<file path="src/lsf_pkg.sv">
// ----------------------------------------------------------------------------
// lsf_pkg
// shared types and constants of the line substring filter
// ----------------------------------------------------------------------------
package lsf_pkg;

  localparam int LINE_MAX_DEF = 63;
  localparam int PAT_MAX_DEF  = 16;

  localparam int BYTE_W     = 8;
  localparam int PAT_LEN_W  = 5;
  localparam int JOB_LEN_W  = 6;
  localparam int COUNT_W    = 16;
  localparam int CFG_IDX_W  = 2;
  localparam int CFG_DATA_W = 64;

  localparam logic [BYTE_W-1:0]  NEWLINE_BYTE = 8'd10;
  localparam logic [COUNT_W-1:0] COUNT_SAT    = 16'hFFFF;

  typedef enum logic [CFG_IDX_W-1:0] {
    REG_PATTERN_LOW    = 2'd0,
    REG_PATTERN_HIGH   = 2'd1,
    REG_PATTERN_LENGTH = 2'd2
  } cfg_reg_t;

  typedef enum logic [1:0] {
    BK_IDLE,
    BK_FETCH,
    BK_SEND,
    BK_STATUS
  } bk_state_t;

  // one finished matching line or end of stream, handed from front to back
  typedef struct packed {
    logic                 bank;
    logic [JOB_LEN_W-1:0] len;
    logic                 trunc;
    logic                 emit_line;
    logic                 is_eof;
    logic [COUNT_W-1:0]   count;
  } job_t;

  typedef struct packed {
    logic valid;
    logic bank;
  } bank_rel_t;

endpackage

</file>
<file path="src/lsf_in_if.sv">
// ----------------------------------------------------------------------------
// lsf_in_if
// text input channel, one byte or end-of-file marker per beat
// ----------------------------------------------------------------------------
interface lsf_in_if;
  logic       valid;
  logic       ready;
  logic [7:0] data_byte;
  logic       eof_flag;

  modport source (output valid, output data_byte, output eof_flag, input ready);
  modport sink   (input valid, input data_byte, input eof_flag, output ready);
endinterface

</file>
<file path="src/lsf_out_if.sv">
// ----------------------------------------------------------------------------
// lsf_out_if
// result channel, one line byte or status per beat
// ----------------------------------------------------------------------------
interface lsf_out_if;
  logic        valid;
  logic        ready;
  logic [7:0]  out_byte;
  logic        line_empty;
  logic        line_end;
  logic        line_truncated;
  logic        is_status;
  logic        no_match_in_file;
  logic [15:0] matching_lines;

  modport source (output valid, output out_byte, output line_empty, output line_end,
                  output line_truncated, output is_status, output no_match_in_file,
                  output matching_lines, input ready);
  modport sink   (input valid, input out_byte, input line_empty, input line_end,
                  input line_truncated, input is_status, input no_match_in_file,
                  input matching_lines, output ready);
endinterface

</file>
<file path="src/lsf_cfg_if.sv">
// ----------------------------------------------------------------------------
// lsf_cfg_if
// configuration write channel, register index and data per beat
// ----------------------------------------------------------------------------
interface lsf_cfg_if;
  logic        valid;
  logic        ready;
  logic [1:0]  index;
  logic [63:0] data;

  modport source (output valid, output index, output data, input ready);
  modport sink   (input valid, input index, input data, output ready);
endinterface

</file>
<file path="src/lsf_line_ram.sv">
// ----------------------------------------------------------------------------
// lsf_line_ram
// two-bank line store, one write and one registered read per cycle
// ----------------------------------------------------------------------------
module lsf_line_ram
  import lsf_pkg::*;
#(
  parameter int LINE_MAX = LINE_MAX_DEF,
  localparam int IDX_W = (LINE_MAX > 1) ? $clog2(LINE_MAX) : 1
) (
  input  logic              clk,
  input  logic              wr_en,
  input  logic              wr_bank,
  input  logic [IDX_W-1:0]  wr_idx,
  input  logic [BYTE_W-1:0] wr_data,
  input  logic              rd_en,
  input  logic              rd_bank,
  input  logic [IDX_W-1:0]  rd_idx,
  output logic [BYTE_W-1:0] rd_data
);

  logic [BYTE_W-1:0] mem [2][LINE_MAX];
  logic [BYTE_W-1:0] rd_data_r;

  always_ff @(posedge clk) begin
    if (wr_en) begin
      mem[wr_bank][wr_idx] <= wr_data;
    end
  end

  always_ff @(posedge clk) begin
    if (rd_en) begin
      rd_data_r <= mem[rd_bank][rd_idx];
    end
  end

  assign rd_data = rd_data_r;

endmodule

</file>
<file path="src/lsf_fifo.sv">
// ----------------------------------------------------------------------------
// lsf_fifo
// two-entry job queue between front and back
// ----------------------------------------------------------------------------
module lsf_fifo
  import lsf_pkg::*;
(
  input  logic clk,
  input  logic rst_n,
  input  logic push,
  input  job_t push_data,
  output logic full,
  input  logic pop,
  output job_t pop_data,
  output logic not_empty
);

  job_t       slot_r [2];
  logic       wr_ptr_r, wr_ptr_nxt;
  logic       rd_ptr_r, rd_ptr_nxt;
  logic [1:0] cnt_r, cnt_nxt;

  always_comb begin
    wr_ptr_nxt = wr_ptr_r;
    rd_ptr_nxt = rd_ptr_r;
    cnt_nxt    = cnt_r;
    if (push) begin
      wr_ptr_nxt = ~wr_ptr_r;
    end
    if (pop) begin
      rd_ptr_nxt = ~rd_ptr_r;
    end
    if (push && !pop) begin
      cnt_nxt = cnt_r + 2'd1;
    end else if (pop && !push) begin
      cnt_nxt = cnt_r - 2'd1;
    end
  end

  always_ff @(posedge clk) begin
    if (!rst_n) begin
      wr_ptr_r <= 1'b0;
      rd_ptr_r <= 1'b0;
      cnt_r    <= 2'd0;
    end else begin
      wr_ptr_r <= wr_ptr_nxt;
      rd_ptr_r <= rd_ptr_nxt;
      cnt_r    <= cnt_nxt;
    end
  end

  always_ff @(posedge clk) begin
    if (push) begin
      slot_r[wr_ptr_r] <= push_data;
    end
  end

  assign full      = cnt_r[1];
  assign not_empty = (cnt_r != 2'd0);
  assign pop_data  = slot_r[rd_ptr_r];

endmodule

</file>
<file path="src/lsf_front.sv">
// ----------------------------------------------------------------------------
// lsf_front
// intake: pattern registers, line store writes, window match, line jobs
// ----------------------------------------------------------------------------
module lsf_front
  import lsf_pkg::*;
#(
  parameter int LINE_MAX = LINE_MAX_DEF,
  parameter int PAT_MAX  = PAT_MAX_DEF,
  localparam int IDX_W = (LINE_MAX > 1) ? $clog2(LINE_MAX) : 1
) (
  input  logic              clk,
  input  logic              rst_n,
  lsf_in_if.sink            in_chan,
  lsf_cfg_if.sink           cfg_chan,
  output logic              job_push,
  output job_t              job_data,
  input  logic              job_full,
  input  bank_rel_t         bank_rel,
  output logic              ram_we,
  output logic              ram_bank,
  output logic [IDX_W-1:0]  ram_idx,
  output logic [BYTE_W-1:0] ram_data
);

  localparam int LEN_W = $clog2(LINE_MAX + 1);
  localparam int WIN_W = (PAT_MAX > 1) ? $clog2(PAT_MAX) : 1;

  logic [CFG_DATA_W-1:0] pat_lo_r;
  logic [CFG_DATA_W-1:0] pat_hi_r;
  logic [PAT_LEN_W-1:0]  pat_len_r;
  logic                  wr_bank_r;
  logic [1:0]            busy_r, busy_nxt;
  logic [LEN_W-1:0]      len_r;
  logic                  ovf_r;
  logic [BYTE_W-1:0]     win_r [PAT_MAX];
  logic [BYTE_W-1:0]     win_sh [PAT_MAX];
  logic [PAT_LEN_W-1:0]  fill_r, fill_nxt;
  logic                  matched_r;
  logic [COUNT_W-1:0]    count_r, cnt_inc, count_line;

  logic [2*CFG_DATA_W-1:0] pat_all;
  logic [PAT_LEN_W-1:0]    act_len;
  logic                    all_ok, hit_now;
  logic                    accept, is_eof, is_nl, finish, line_hit, uses_bank, room;

  assign pat_all = {pat_hi_r, pat_lo_r};
  assign act_len = (pat_len_r > PAT_LEN_W'(PAT_MAX)) ? PAT_LEN_W'(PAT_MAX) : pat_len_r;

  assign in_chan.ready = !job_full && !busy_r[wr_bank_r];
  assign cfg_chan.ready = 1'b1;

  assign accept = in_chan.valid && in_chan.ready;
  assign is_eof = in_chan.eof_flag;
  assign is_nl  = !is_eof && (in_chan.data_byte == NEWLINE_BYTE);
  assign finish = accept && (is_eof || is_nl);
  assign room   = (len_r < LEN_W'(LINE_MAX));

  // window after shifting in the new byte
  always_comb begin
    for (int i = 0; i < PAT_MAX - 1; i++) begin
      win_sh[i] = win_r[i+1];
    end
    win_sh[PAT_MAX-1] = in_chan.data_byte;
  end

  assign fill_nxt = (fill_r < PAT_LEN_W'(PAT_MAX)) ? fill_r + PAT_LEN_W'(1) : fill_r;

  always_comb begin
    logic [PAT_LEN_W-1:0] wi;
    all_ok = 1'b1;
    wi     = '0;
    for (int k = 0; k < PAT_MAX; k++) begin
      wi = PAT_LEN_W'(PAT_MAX) - act_len + PAT_LEN_W'(k);
      if ((PAT_LEN_W'(k) < act_len) &&
          (win_sh[wi[WIN_W-1:0]] != pat_all[k*BYTE_W +: BYTE_W])) begin
        all_ok = 1'b0;
      end
    end
  end

  assign hit_now = (act_len != '0) && (fill_nxt >= act_len) && all_ok;

  assign line_hit   = matched_r || (act_len == '0);
  assign cnt_inc    = (count_r < COUNT_SAT) ? count_r + COUNT_W'(1) : count_r;
  assign count_line = line_hit ? cnt_inc : count_r;

  assign job_push           = finish && (line_hit || is_eof);
  assign job_data.bank      = wr_bank_r;
  assign job_data.len       = JOB_LEN_W'(len_r);
  assign job_data.trunc     = ovf_r;
  assign job_data.emit_line = line_hit;
  assign job_data.is_eof    = is_eof;
  assign job_data.count     = count_line;

  assign uses_bank = finish && line_hit && (len_r != '0);

  assign ram_we   = accept && !is_eof && !is_nl && room;
  assign ram_bank = wr_bank_r;
  assign ram_idx  = len_r[IDX_W-1:0];
  assign ram_data = in_chan.data_byte;

  always_comb begin
    busy_nxt = busy_r;
    if (bank_rel.valid) begin
      busy_nxt[bank_rel.bank] = 1'b0;
    end
    if (uses_bank) begin
      busy_nxt[wr_bank_r] = 1'b1;
    end
  end

  always_ff @(posedge clk) begin
    if (!rst_n) begin
      pat_lo_r  <= '0;
      pat_hi_r  <= '0;
      pat_len_r <= '0;
    end else if (cfg_chan.valid) begin
      case (cfg_chan.index)
        REG_PATTERN_LOW:    pat_lo_r  <= cfg_chan.data;
        REG_PATTERN_HIGH:   pat_hi_r  <= cfg_chan.data;
        REG_PATTERN_LENGTH: pat_len_r <= cfg_chan.data[PAT_LEN_W-1:0];
        default: ;
      endcase
    end
  end

  always_ff @(posedge clk) begin
    if (!rst_n) begin
      wr_bank_r <= 1'b0;
      busy_r    <= '0;
      len_r     <= '0;
      ovf_r     <= 1'b0;
      fill_r    <= '0;
      matched_r <= 1'b0;
      count_r   <= '0;
      for (int i = 0; i < PAT_MAX; i++) begin
        win_r[i] <= '0;
      end
    end else begin
      busy_r <= busy_nxt;
      if (finish) begin
        len_r     <= '0;
        ovf_r     <= 1'b0;
        fill_r    <= '0;
        matched_r <= 1'b0;
        count_r   <= is_eof ? '0 : count_line;
        if (uses_bank) begin
          wr_bank_r <= ~wr_bank_r;
        end
      end else if (accept) begin
        if (room) begin
          len_r <= len_r + LEN_W'(1);
        end else begin
          ovf_r <= 1'b1;
        end
        win_r     <= win_sh;
        fill_r    <= fill_nxt;
        matched_r <= matched_r || hit_now;
      end
    end
  end

endmodule

</file>
<file path="src/lsf_back.sv">
// ----------------------------------------------------------------------------
// lsf_back
// emitter: reads queued line jobs and drives the result channel
// ----------------------------------------------------------------------------
module lsf_back
  import lsf_pkg::*;
#(
  parameter int LINE_MAX = LINE_MAX_DEF,
  localparam int IDX_W = (LINE_MAX > 1) ? $clog2(LINE_MAX) : 1
) (
  input  logic              clk,
  input  logic              rst_n,
  input  logic              job_valid,
  input  job_t              job_in,
  output logic              job_pop,
  output bank_rel_t         bank_rel,
  output logic              ram_re,
  output logic              ram_bank,
  output logic [IDX_W-1:0]  ram_idx,
  input  logic [BYTE_W-1:0] ram_data,
  lsf_out_if.source         out_chan
);

  bk_state_t            state_r, state_nxt;
  job_t                 job_r;
  logic [JOB_LEN_W-1:0] idx_r, idx_nxt;
  logic                 empty_line, last;

  assign empty_line = (job_r.len == '0);
  assign last       = empty_line || ((idx_r + JOB_LEN_W'(1)) == job_r.len);

  assign ram_re   = (state_r == BK_FETCH);
  assign ram_bank = job_r.bank;
  assign ram_idx  = idx_r[IDX_W-1:0];

  always_comb begin
    state_nxt     = state_r;
    idx_nxt       = idx_r;
    job_pop       = 1'b0;
    bank_rel      = '0;
    out_chan.valid            = 1'b0;
    out_chan.out_byte         = '0;
    out_chan.line_empty       = 1'b0;
    out_chan.line_end         = 1'b0;
    out_chan.line_truncated   = 1'b0;
    out_chan.is_status        = 1'b0;
    out_chan.no_match_in_file = 1'b0;
    out_chan.matching_lines   = job_r.count;
    case (state_r)
      BK_IDLE: begin
        if (job_valid) begin
          job_pop = 1'b1;
          idx_nxt = '0;
          if (!job_in.emit_line) begin
            state_nxt = BK_STATUS;
          end else if (job_in.len == '0) begin
            state_nxt = BK_SEND;
          end else begin
            state_nxt = BK_FETCH;
          end
        end
      end
      BK_FETCH: begin
        state_nxt = BK_SEND;
      end
      BK_SEND: begin
        out_chan.valid          = 1'b1;
        out_chan.out_byte       = empty_line ? '0 : ram_data;
        out_chan.line_empty     = empty_line;
        out_chan.line_end       = last;
        out_chan.line_truncated = job_r.trunc;
        if (out_chan.ready) begin
          if (!last) begin
            idx_nxt   = idx_r + JOB_LEN_W'(1);
            state_nxt = BK_FETCH;
          end else begin
            bank_rel.valid = !empty_line;
            bank_rel.bank  = job_r.bank;
            state_nxt      = job_r.is_eof ? BK_STATUS : BK_IDLE;
          end
        end
      end
      BK_STATUS: begin
        out_chan.valid            = 1'b1;
        out_chan.is_status        = 1'b1;
        out_chan.no_match_in_file = (job_r.count == '0);
        if (out_chan.ready) begin
          state_nxt = BK_IDLE;
        end
      end
      default: begin
        state_nxt = BK_IDLE;
      end
    endcase
  end

  always_ff @(posedge clk) begin
    if (!rst_n) begin
      state_r <= BK_IDLE;
      idx_r   <= '0;
    end else begin
      state_r <= state_nxt;
      idx_r   <= idx_nxt;
    end
  end

  always_ff @(posedge clk) begin
    if (job_pop) begin
      job_r <= job_in;
    end
  end

endmodule

</file>
<file path="src/line_substring_filter.sv">
// ----------------------------------------------------------------------------
// line_substring_filter
// fixed-string line filter: passes on the lines that hold the pattern
// ----------------------------------------------------------------------------
// in_chan takes one text byte or an end-of-file marker per beat; byte 10 ends
// a line. cfg_chan writes pattern_low, pattern_high and pattern_length; the
// user must do so only while the block is idle, which the block itself does
// not enforce. cfg_chan is always ready. out_chan gives each matching line one
// byte per beat (an empty line as one beat with line_empty set), the last beat
// with line_end, and after end of file one status beat with the count of
// matching lines. Intake runs at one byte per cycle; a matching line goes to a
// two-entry job queue and one of two line-store banks, and intake stalls while
// the queue is full or the bank it would write is still being sent.
// Each line byte is first read from the store, then sent; empty line and
// status beats need no store read. A stalled receiver holds the current
// beat; intake runs on until the queue or the line store bank blocks it.
// Reset clears the pattern, the counters and the queue; no clearing pass.
// ----------------------------------------------------------------------------
module line_substring_filter
  import lsf_pkg::*;
#(
  parameter int LINE_MAX = LINE_MAX_DEF,
  parameter int PAT_MAX  = PAT_MAX_DEF
) (
  input  logic      clk,
  input  logic      rst_n,
  lsf_in_if.sink    in_chan,
  lsf_cfg_if.sink   cfg_chan,
  lsf_out_if.source out_chan
);

  localparam int IDX_W = (LINE_MAX > 1) ? $clog2(LINE_MAX) : 1;

  logic              push, full, pop, not_empty;
  job_t              push_data, pop_data;
  bank_rel_t         bank_rel;
  logic              ram_we, ram_wbank, ram_re, ram_rbank;
  logic [IDX_W-1:0]  ram_widx, ram_ridx;
  logic [BYTE_W-1:0] ram_wdata, ram_rdata;

  lsf_front #(.LINE_MAX(LINE_MAX), .PAT_MAX(PAT_MAX)) u_front (
    .clk      (clk),
    .rst_n    (rst_n),
    .in_chan  (in_chan),
    .cfg_chan (cfg_chan),
    .job_push (push),
    .job_data (push_data),
    .job_full (full),
    .bank_rel (bank_rel),
    .ram_we   (ram_we),
    .ram_bank (ram_wbank),
    .ram_idx  (ram_widx),
    .ram_data (ram_wdata)
  );

  lsf_fifo u_fifo (
    .clk       (clk),
    .rst_n     (rst_n),
    .push      (push),
    .push_data (push_data),
    .full      (full),
    .pop       (pop),
    .pop_data  (pop_data),
    .not_empty (not_empty)
  );

  lsf_line_ram #(.LINE_MAX(LINE_MAX)) u_ram (
    .clk     (clk),
    .wr_en   (ram_we),
    .wr_bank (ram_wbank),
    .wr_idx  (ram_widx),
    .wr_data (ram_wdata),
    .rd_en   (ram_re),
    .rd_bank (ram_rbank),
    .rd_idx  (ram_ridx),
    .rd_data (ram_rdata)
  );

  lsf_back #(.LINE_MAX(LINE_MAX)) u_back (
    .clk       (clk),
    .rst_n     (rst_n),
    .job_valid (not_empty),
    .job_in    (pop_data),
    .job_pop   (pop),
    .bank_rel  (bank_rel),
    .ram_re    (ram_re),
    .ram_bank  (ram_rbank),
    .ram_idx   (ram_ridx),
    .ram_data  (ram_rdata),
    .out_chan  (out_chan)
  );

endmodule
</file>
<file path="src/flat_wrapper.sv">
// flat-port wrapper written by rule: the top's interface ports become plain ports
module line_substring_filter_flat import lsf_pkg::*;
#(
  parameter int LINE_MAX = LINE_MAX_DEF,
  parameter int PAT_MAX  = PAT_MAX_DEF
)
  (clk, rst_n, in_chan_valid, in_chan_data_byte, in_chan_eof_flag, in_chan_ready, cfg_chan_valid, cfg_chan_index, cfg_chan_data, cfg_chan_ready, out_chan_valid, out_chan_out_byte, out_chan_line_empty, out_chan_line_end, out_chan_line_truncated, out_chan_is_status, out_chan_no_match_in_file, out_chan_matching_lines, out_chan_ready);
  lsf_in_if in_chan_i ();
  lsf_cfg_if cfg_chan_i ();
  lsf_out_if out_chan_i ();
  input  logic clk;
  input  logic rst_n;
  input wire logic [$bits(in_chan_i.valid)-1:0] in_chan_valid;
  input wire logic [$bits(in_chan_i.data_byte)-1:0] in_chan_data_byte;
  input wire logic [$bits(in_chan_i.eof_flag)-1:0] in_chan_eof_flag;
  output wire logic [$bits(in_chan_i.ready)-1:0] in_chan_ready;
  input wire logic [$bits(cfg_chan_i.valid)-1:0] cfg_chan_valid;
  input wire logic [$bits(cfg_chan_i.index)-1:0] cfg_chan_index;
  input wire logic [$bits(cfg_chan_i.data)-1:0] cfg_chan_data;
  output wire logic [$bits(cfg_chan_i.ready)-1:0] cfg_chan_ready;
  output wire logic [$bits(out_chan_i.valid)-1:0] out_chan_valid;
  output wire logic [$bits(out_chan_i.out_byte)-1:0] out_chan_out_byte;
  output wire logic [$bits(out_chan_i.line_empty)-1:0] out_chan_line_empty;
  output wire logic [$bits(out_chan_i.line_end)-1:0] out_chan_line_end;
  output wire logic [$bits(out_chan_i.line_truncated)-1:0] out_chan_line_truncated;
  output wire logic [$bits(out_chan_i.is_status)-1:0] out_chan_is_status;
  output wire logic [$bits(out_chan_i.no_match_in_file)-1:0] out_chan_no_match_in_file;
  output wire logic [$bits(out_chan_i.matching_lines)-1:0] out_chan_matching_lines;
  input wire logic [$bits(out_chan_i.ready)-1:0] out_chan_ready;
  assign in_chan_i.valid = in_chan_valid;
  assign in_chan_i.data_byte = in_chan_data_byte;
  assign in_chan_i.eof_flag = in_chan_eof_flag;
  assign in_chan_ready = in_chan_i.ready;
  assign cfg_chan_i.valid = cfg_chan_valid;
  assign cfg_chan_i.index = cfg_chan_index;
  assign cfg_chan_i.data = cfg_chan_data;
  assign cfg_chan_ready = cfg_chan_i.ready;
  assign out_chan_valid = out_chan_i.valid;
  assign out_chan_out_byte = out_chan_i.out_byte;
  assign out_chan_line_empty = out_chan_i.line_empty;
  assign out_chan_line_end = out_chan_i.line_end;
  assign out_chan_line_truncated = out_chan_i.line_truncated;
  assign out_chan_is_status = out_chan_i.is_status;
  assign out_chan_no_match_in_file = out_chan_i.no_match_in_file;
  assign out_chan_matching_lines = out_chan_i.matching_lines;
  assign out_chan_i.ready = out_chan_ready;
  line_substring_filter #(.LINE_MAX(LINE_MAX), .PAT_MAX(PAT_MAX)) u_core (.clk(clk), .rst_n(rst_n), .in_chan(in_chan_i), .cfg_chan(cfg_chan_i), .out_chan(out_chan_i));
endmodule
</file>
<file path="config.mk">
export PLATFORM = sky130hd
export DESIGN_NAME = line_substring_filter_flat
export DESIGN_NICKNAME = d
export VERILOG_FILES = /design/src/lsf_pkg.sv /design/src/lsf_in_if.sv /design/src/lsf_out_if.sv /design/src/lsf_cfg_if.sv /design/src/lsf_line_ram.sv /design/src/lsf_fifo.sv /design/src/lsf_front.sv /design/src/lsf_back.sv /design/src/line_substring_filter.sv /design/src/flat_wrapper.sv
export SDC_FILE = /design/constraint.sdc
export NUM_CORES = 2
export LEC_CHECK = 0
export BUFFER_PORTS_ARGS = -buffer_cell sky130_fd_sc_hd__buf_2
export CORE_AREA = 5 5 325 327
export DETAILED_ROUTE_END_ITERATION = 10
export DIE_AREA = 0 0 330 332
export GPL_ROUTABILITY_DRIVEN = 0
export PLACE_DENSITY = 0.8
export SLEW_MARGIN = 10
export SYNTH_ARGS = -nofsm -noshare
export SYNTH_HDL_FRONTEND = slang
export SYNTH_SLANG_ARGS = --single-unit
</file>
<file path="constraint.sdc">
create_clock -name clk -period 7.4 [get_ports clk]
set_input_delay 0 -clock clk [delete_from_list [all_inputs] [get_ports clk]]
set_output_delay 0 -clock clk [all_outputs]
set_load 0.02 [all_outputs]
</file>
; After elaboration in Yosys (flattened, before gate mapping)
; Memories as Yosys holds them, arrays and structs flattened. A register that Yosys moved wholly into a read port is not among the register bits.
; Cells that the tools add are included.
[word_totals]
reg_bits = 330
latchBits = 0
ramBits = 1060
romBits = 0
inputBits = 80
elab_cells = 341
memories = 2
[memory_table]
columns = name, depth, width, read_ports, rd_ports_with_merged_regs, write_ports, line
row1 = u_core.u_ram.mem, 2, 504, 1, 1, 1, lsf_line_ram.sv:22  ; logic [BYTE_W-1:0] mem [2][LINE_MAX];
row2 = u_core.u_fifo.slot_r, 2, 26, 1, 1, 1, lsf_fifo.sv:18  ; job_t slot_r [2];
[op_classes]
addsub = 22
n_mul = 0
n_div = 0
order_cmp = 44
eq_ne = 27
n_shift = 0
muxes = 116
bitwise = 27
n_reduce_logical = 67
[op_table]
columns = op, count
row1 = 8-bit binary-select mux with 4-bit select, 16
row2 = 504-bit 2-to-1 mux, 1
row3 = 8-bit 2-to-1 mux, 37
row4 = 8-bit != test, 16
row5 = "5-bit >= comparator, second input constant", 16
row6 = 4-bit inverter with 5-bit output, 16
row7 = 8-bit binary-select mux with 6-bit select, 1
row8 = 8-bit demux with 6-bit select, 1
row9 = 16-bit 2-to-1 mux, 3
row10 = "4-bit by 5-bit < comparator with 1-bit output, first input constant", 8
row11 = 1-bit 2-to-1 mux, 34
row12 = 1-bit logical AND, 33
row13 = "4-bit adder, second input constant", 8
row14 = 2-bit 2-to-1 mux, 14
row15 = "3-bit by 5-bit < comparator with 1-bit output, first input constant", 4
row16 = 6-bit 2-to-1 mux, 3
row17 = "16-bit by 1-bit adder with 16-bit output, second input constant", 1
row18 = "4-bit by 3-bit adder with 4-bit output, second input constant", 4
row19 = 16-bit logical NOT, 1
row20 = "16-bit < comparator, second input constant", 1
row21 = "7-bit >= comparator, second input constant", 2
row22 = 6-bit inverter with 7-bit output, 2
row23 = 2-bit AND reduction, 7
row24 = "6-bit by 1-bit adder with 6-bit output, second input constant", 2
row25 = 40 further kinds, 72

; Longest topological paths before layout
[logic_depth]
depth_word = 27
ltp_mapped = 23

; Hierarchy
; Synthesis repeated with hierarchy kept, for this count alone.
[unflattened]
hier_cells = 4405
area_unflattened_um2 = 63367.0
[by_module_without_submodules]
columns = mod, instances, cells_per_inst, area_each_um2, seq_area_each_um2
row1 = lsf_line_ram, 1, 1838, 39585.5, 30509.3
row2 = lsf_front, 1, 2312, 19956.6, 5705.5
row3 = lsf_fifo, 1, 102, 2094.5, 1661.6
row4 = lsf_back, 1, 153, 1730.4, 910.9

; Least setup slack after synthesis
; No wires, ideal clock.
[synth_path]
path_type = register to register
startpoint = register u_core.u_front.pat_len_r[0]
endpoint = register u_core.u_front.matched_r
setup_time_ns = 0.084
arrival_ns = 5.050
path_slack_ns = 2.266
stages_incl_launch_ff = 22
period_less_slack_ns = 5.134
cell_sequence = dfxtp_1 > nor2b_2 > buf_6 > buf_2 > buf_2 > buf_1 > ha_1 > buf_2 > inv_2 > buf_1 > clkbuf_1 > ha_1 > nand2_1 > and3_1 > o21ai_0 > buf_1 > mux2i_1 > xor2_1 > nand2_1 > o31a_1 > o22a_1 > o31ai_2
[synth_via]
elab_chain_cells = 27
[synth_rtl]
columns = element, line
row1 = from (decl), lsf_front.sv:31  ; logic [PAT_LEN_W-1:0] pat_len_r;
row2 = from (signal assigned), lsf_front.sv:122  ; REG_PATTERN_LENGTH: pat_len_r <= cfg_chan.data[PAT_LEN_W-1:0];
row3 = 5-bit > comparator, lsf_front.sv:48  ; assign act_len = (pat_len_r > PAT_LEN_W'(PAT_MAX)) ? PAT_LEN_W'(PAT_MAX) : pat_len_r;
row4 = 5-bit 2-to-1 mux (*), lsf_front.sv:48
row5 = 1-bit by 4-bit subtractor with 4-bit output, lsf_front.sv:74  ; wi = PAT_LEN_W'(PAT_MAX) - act_len + PAT_LEN_W'(k);
row6 = 4-bit by 1-bit adder with 4-bit output / 4-bit inverter with 5-bit output (equally long branches), "lsf_front.sv:74, lsf_front.sv:76"
row7 = 4-bit inverter with 5-bit output (implied by the code) / 8-bit binary-select mux with 4-bit select (equally long branches), lsf_front.sv:76  ; (win_sh[wi[WIN_W-1:0]] != pat_all[k*BYTE_W +: BYTE_W])) begin
row8 = 8-bit binary-select mux with 4-bit select / 8-bit 2-to-1 mux (equally long branches), lsf_front.sv:76
row9 = 8-bit 2-to-1 mux (implied by the code), lsf_front.sv:76
row10 = 8-bit 2-to-1 mux (implied by the code) / 8-bit != test (equally long branches), lsf_front.sv:76
row11 = 8-bit != test / 1-bit logical AND (equally long branches), "lsf_front.sv:76, lsf_front.sv:75"
row12 = 1-bit logical AND / 1-bit 2-to-1 mux (equally long branches), lsf_front.sv:75  ; if ((PAT_LEN_W'(k) < act_len) &&
row13 = 1-bit 2-to-1 mux (15 in a row), lsf_front.sv:75
row14 = 1-bit logical AND (*), lsf_front.sv:82  ; assign hit_now = (act_len != '0) && (fill_nxt >= act_len) && all_ok;
row15 = 1-bit logical OR (*), lsf_front.sv:159  ; matched_r <= matched_r || hit_now;
row16 = to (signal assigned), lsf_front.sv:159
row17 = to (decl), lsf_front.sv:39  ; logic matched_r;
; Mark *: on every way between the ends. The rest lies on a longest branch, timed or not. The select of a mux whose other input is x is not followed.
; A chain may end at the register's enable or synchronous reset.

; Worst setup path in the final report
[layout_path]
startpoint = register u_core.u_front.pat_len_r[4]
endpoint = register u_core.u_front.matched_r
; Same word-level chain as after synthesis.

==> flow_summary_export.csv <==
group,metric,value,unit
run_status,status,"complete, no violations",
floorplanning,num_io_pins,112,
final_layout,syn_to_final_growth,10.70,%
synthesis,synthArstFlopShare,0,%
final_layout,fill_cells,6743,
critical_path,cp_slowest_cell,"a211oi_4",
clocking,cts_max_path_buffers,3,
placed_design,port_buffers,110,
route,drtPass1Iterations,9,
global_routing,grt_overflow,0,
clocking,clock_latency,0.76,ns
clocking,htreeDepth,4,
global_routing,grt_pass1_wl,264200,um
floorplanning,fp.dieW,330,um
global_routing,grt_usage,31.89,%
min_path,hold_end,"u_core.u_front.win_r[2]",
critical_path,worstSetupEndpointType,"flip-flop",
synthesis,avgSynthCellArea,13.60,um2
synthesis,synth_area,64060,um2
critical_path,worstSetupStartpointType,"flip-flop",
synthesis,synth_cell_types,97,
placed_design,hpwl,111700,um
clocking,post_cts_buffers,0,
timing,slew_violations,0,
flow_run,max_cap_viol_count,0,
timing,report.final.hold_viol_count,0,
power,p_leak,23.12,nW
route,wl_per_cell,28.25,um
timing,fmax,171.7,MHz
critical_path,arrival,6.48,ns
synthesis,yosys_register_bits,1392,
critical_path,crit_path_max_fanout,60,
timing,finalWorstPathRequiredPeriod,5.824,ns
power,ir_worst_vdd,0.2345,mV
timing,fin_ws,1.576,ns
route,vias,43020,
min_path,hp-class,"input pin to flip-flop",
min_path,hold_depth,4,
placed_design,dp_cells,5937,
critical_path,cp_cell_sequence,"nor2b_4 > inv_6 > ha_1 > xnor2_2 > buf_4 > inv_2 > ha_1 > a211oi_4 > mux2i_1 > mux2i_1 > xor2_1 > nor4_1 > nand4_1 > a2bb2oi_1 > o2111ai_1 > o31ai_2",
critical_path,slowest_delay,0.87,ns
final_layout,nNetsFinal,4883,
power,cellPowerDensity,270.8,nW/um2
critical_path,r2r_end,"u_core.u_front.matched_r",
clocking,clk_pin_slew,0.07,ns
floorplanning,start_util,62.43,%
floorplanning,rows,118,
critical_path,crit_required,8.06,ns
synthesis,synth_enable_flop_cells,1093,
final_layout,final_area,70910,um2
critical_path,cp.buffers_inverters,3,
critical_path,critical-path-top-delay-family,"compound AO/OA/AOI/OAI gates",
route,drc_errors,0,
floorplanning,fp.dieH,332,um
timing,worst_slew_pin_slew,1.376,ns
clocking,clock-sinks,1392,
critical_path,r2r_slack,1.58,ns
synthesis,yosysSeqAreaShare,60.58,%
final_layout,instances_no_fill,6277,
clocking,cts_buffers,138,
timing,rsz0062_at_grt,"no",
final_layout,final_util,69.11,%
critical_path,rr_worst_depth,16,
route,wirelength,177300,um
timing,fin_crit_sh,78.70,%
critical_path,timing.rr.start,"u_core.u_front.pat_len_r[4]",
timing,tns,0,ns
timing,skew,0.03088,ns
placed_design,pre_cts_slack,1.839,ns
synthesis,ys.flop_type,"edfxtp_1",
floorplanning,fp.dieArea,109600,um2
critical_path,crit_cells,16,
synthesis,yosysWarnings,0,
clocking,ctsRootBufferMaster,"clkbuf_16",
clocking,cts_hold_repair.buffers,91,
placed_design,place_area,65590,um2
final_layout,drive_above_1_share,16.20,%
timing,relSlewSlack,7.549,%
global_routing,grt_pass1_vias,41640,
clocking,cts.repair.resized,0,
synthesis,synthCells,4712,
global_routing,grt_antenna_before_repair,1,
route,via_per_inst,6.853,
global_routing,grt_start_max_net_pins,121,
clocking,cts_tree,"built",
route,drt_iter0_drc,6458,
critical_path,path_class,"flip-flop to flip-flop",
min_path,hold_start,"in_chan_data_byte[2]",
floorplanning,core-area,102600,um2
route,ant_nets,0,
synthesis,synth_nets,4807,
timing,finalSetupViolCount,0,
worst register-to-register path, stage by stage, from the launching register on:
cell       delay (ns)
dfxtp_2          0.75
nor2b_4          0.11
inv_6            0.51
ha_1             0.48
xnor2_2          0.15
buf_4            0.33
inv_2            0.31
ha_1             0.33
a211oi_4         0.87
mux2i_1          0.39
mux2i_1          0.15
xor2_1           0.19
nor4_1           0.35
nand4_1          0.15
a2bb2oi_1        0.25
o2111ai_1        0.18
o31ai_2          0.22
through the flow:
step / hold WS [ns] / total power, mW
final: 0.006605 / 19.20
after global routing: 0.05199 / 19.82
after CTS: 0.0006504 / 19.22
after detailed placement: 0.2704 / 12.38
after global placement: 0.2635 / 12.31
after floorplan: 0.09887 / 11.44
Yosys cell counts (87+ instances only):
cell / instances / area [um2]
mux2i_1: 369 / 3694
nor2_1: 183 / 686.9
clkbuf_1: 220 / 825.8
a21boi_0: 258 / 1937
dfxtp_1: 299 / 5986
a21oi_1: 143 / 715.7
xnor2_1: 87 / 762.0
nand2_1: 639 / 2399
mux4_2: 252 / 5675
mux2_2: 92 / 1036
o21ai_0: 122 / 610.6
edfxtp_1: 1093 / 32820
routing by layer:
layer	vias up	GRT usage (%)	part of all wire, %
met5	-	0.2662	0.020
met4	2	13.90	5.5
met3	591	8.774	12
met2	2939	48.85	46
met1	21250	43.36	36
li1	18240	-	-
placed cells by master (no fill, tap or decap), drive strengths merged, types with 50 or more instances in the layout:
cell and instances:
edfxtp 1093, nand2 639, mux2i 369, dfxtp 299
a21boi 258, mux4 255, buf 187, nor2 185
clkbuf 175, a21oi 143, o21ai 128, mux2 92
dlygate4sd3 91, xnor2 89, o221ai 74, o22ai 68
clkinv 54, xor2 50
sequential cells by signal, indices dropped and copies added (netlist names), 2 cells and up, named ones only:
| signal | flops |
|---|---|
| u_core.u_back.job_r | 8 |
| u_core.u_back.out_chan.matching_lines | 16 |
| u_core.u_back.ram_idx | 6 |
| u_core.u_back.state_r | 2 |
| u_core.u_fifo.cnt_r | 2 |
| u_core.u_fifo.slot_r | 52 |
| u_core.u_front.busy_r | 2 |
| u_core.u_front.count_r | 16 |
| u_core.u_front.fill_r | 5 |
| u_core.u_front.pat_hi_r | 64 |
| u_core.u_front.pat_len_r | 5 |
| u_core.u_front.pat_lo_r | 64 |
| u_core.u_front.ram_idx | 6 |
| u_core.u_front.win_r | 120 |
| u_core.u_ram.mem | 1008 |
| u_core.u_ram.rd_data | 8 |
report_power, final:
group          leakage, nW  internal [mW]  switching (mW)  total, mW
Clock                 2.16           3.92            2.95       6.88
Combinational         8.66           1.53            1.96       3.49
Sequential            12.3           8.61           0.225       8.84
Total                 23.1           14.1            5.14       19.2
kinds of logic (layout without fill, tap and decap cells):
| logic type | count (synthesis) | in the layout | share of synthesized area (%) |
|---|---|---|---|
| adders and majority gates | 15 | 15 | 0.2930 |
| AOI/OAI and AO/OA | 913 | 913 | 9.983 |
| xor gates and xnor gates | 139 | 139 | 1.941 |
| muxes | 716 | 716 | 16.37 |
| buffers and inverters | 384 | 567 | 2.607 |
| other | 1 | 3 | 0.005854 |
| DFF | 1392 | 1392 | 60.58 |
| and+or+nand+nor | 1152 | 1152 | 8.225 |
worst max path at each step:
stage,end,start,slack [ns]
detailed placement,u_core.u_front.matched_r,u_core.u_front.pat_len_r[4],1.84
global placement,u_core.u_front.matched_r,u_core.u_front.pat_len_r[4],2.00
finish,u_core.u_front.matched_r,u_core.u_front.pat_len_r[4],1.58
CTS,u_core.u_front.matched_r,u_core.u_front.pat_len_r[4],1.83
floorplan,u_core.u_front.matched_r,u_core.u_front.pat_len_r[0],2.27
global route,u_core.u_front.matched_r,u_core.u_front.pat_len_r[4],1.40
area by class of cell:
cell class	instances	area, um2	share of cell area (%)
Antenna cell	2	5.005	0.007058
Clock inverter	72	636.9	0.8981
Inverter	42	162.7	0.2294
Multi-Input combinational cell	2936	23690	33.41
Clock buffer	175	3761	5.304
Sequential cell	1392	38830	54.75
Tap cell	1380	1727	2.435
Timing Repair Buffer	278	2103	2.966
(Power assumes the default switching activity.)
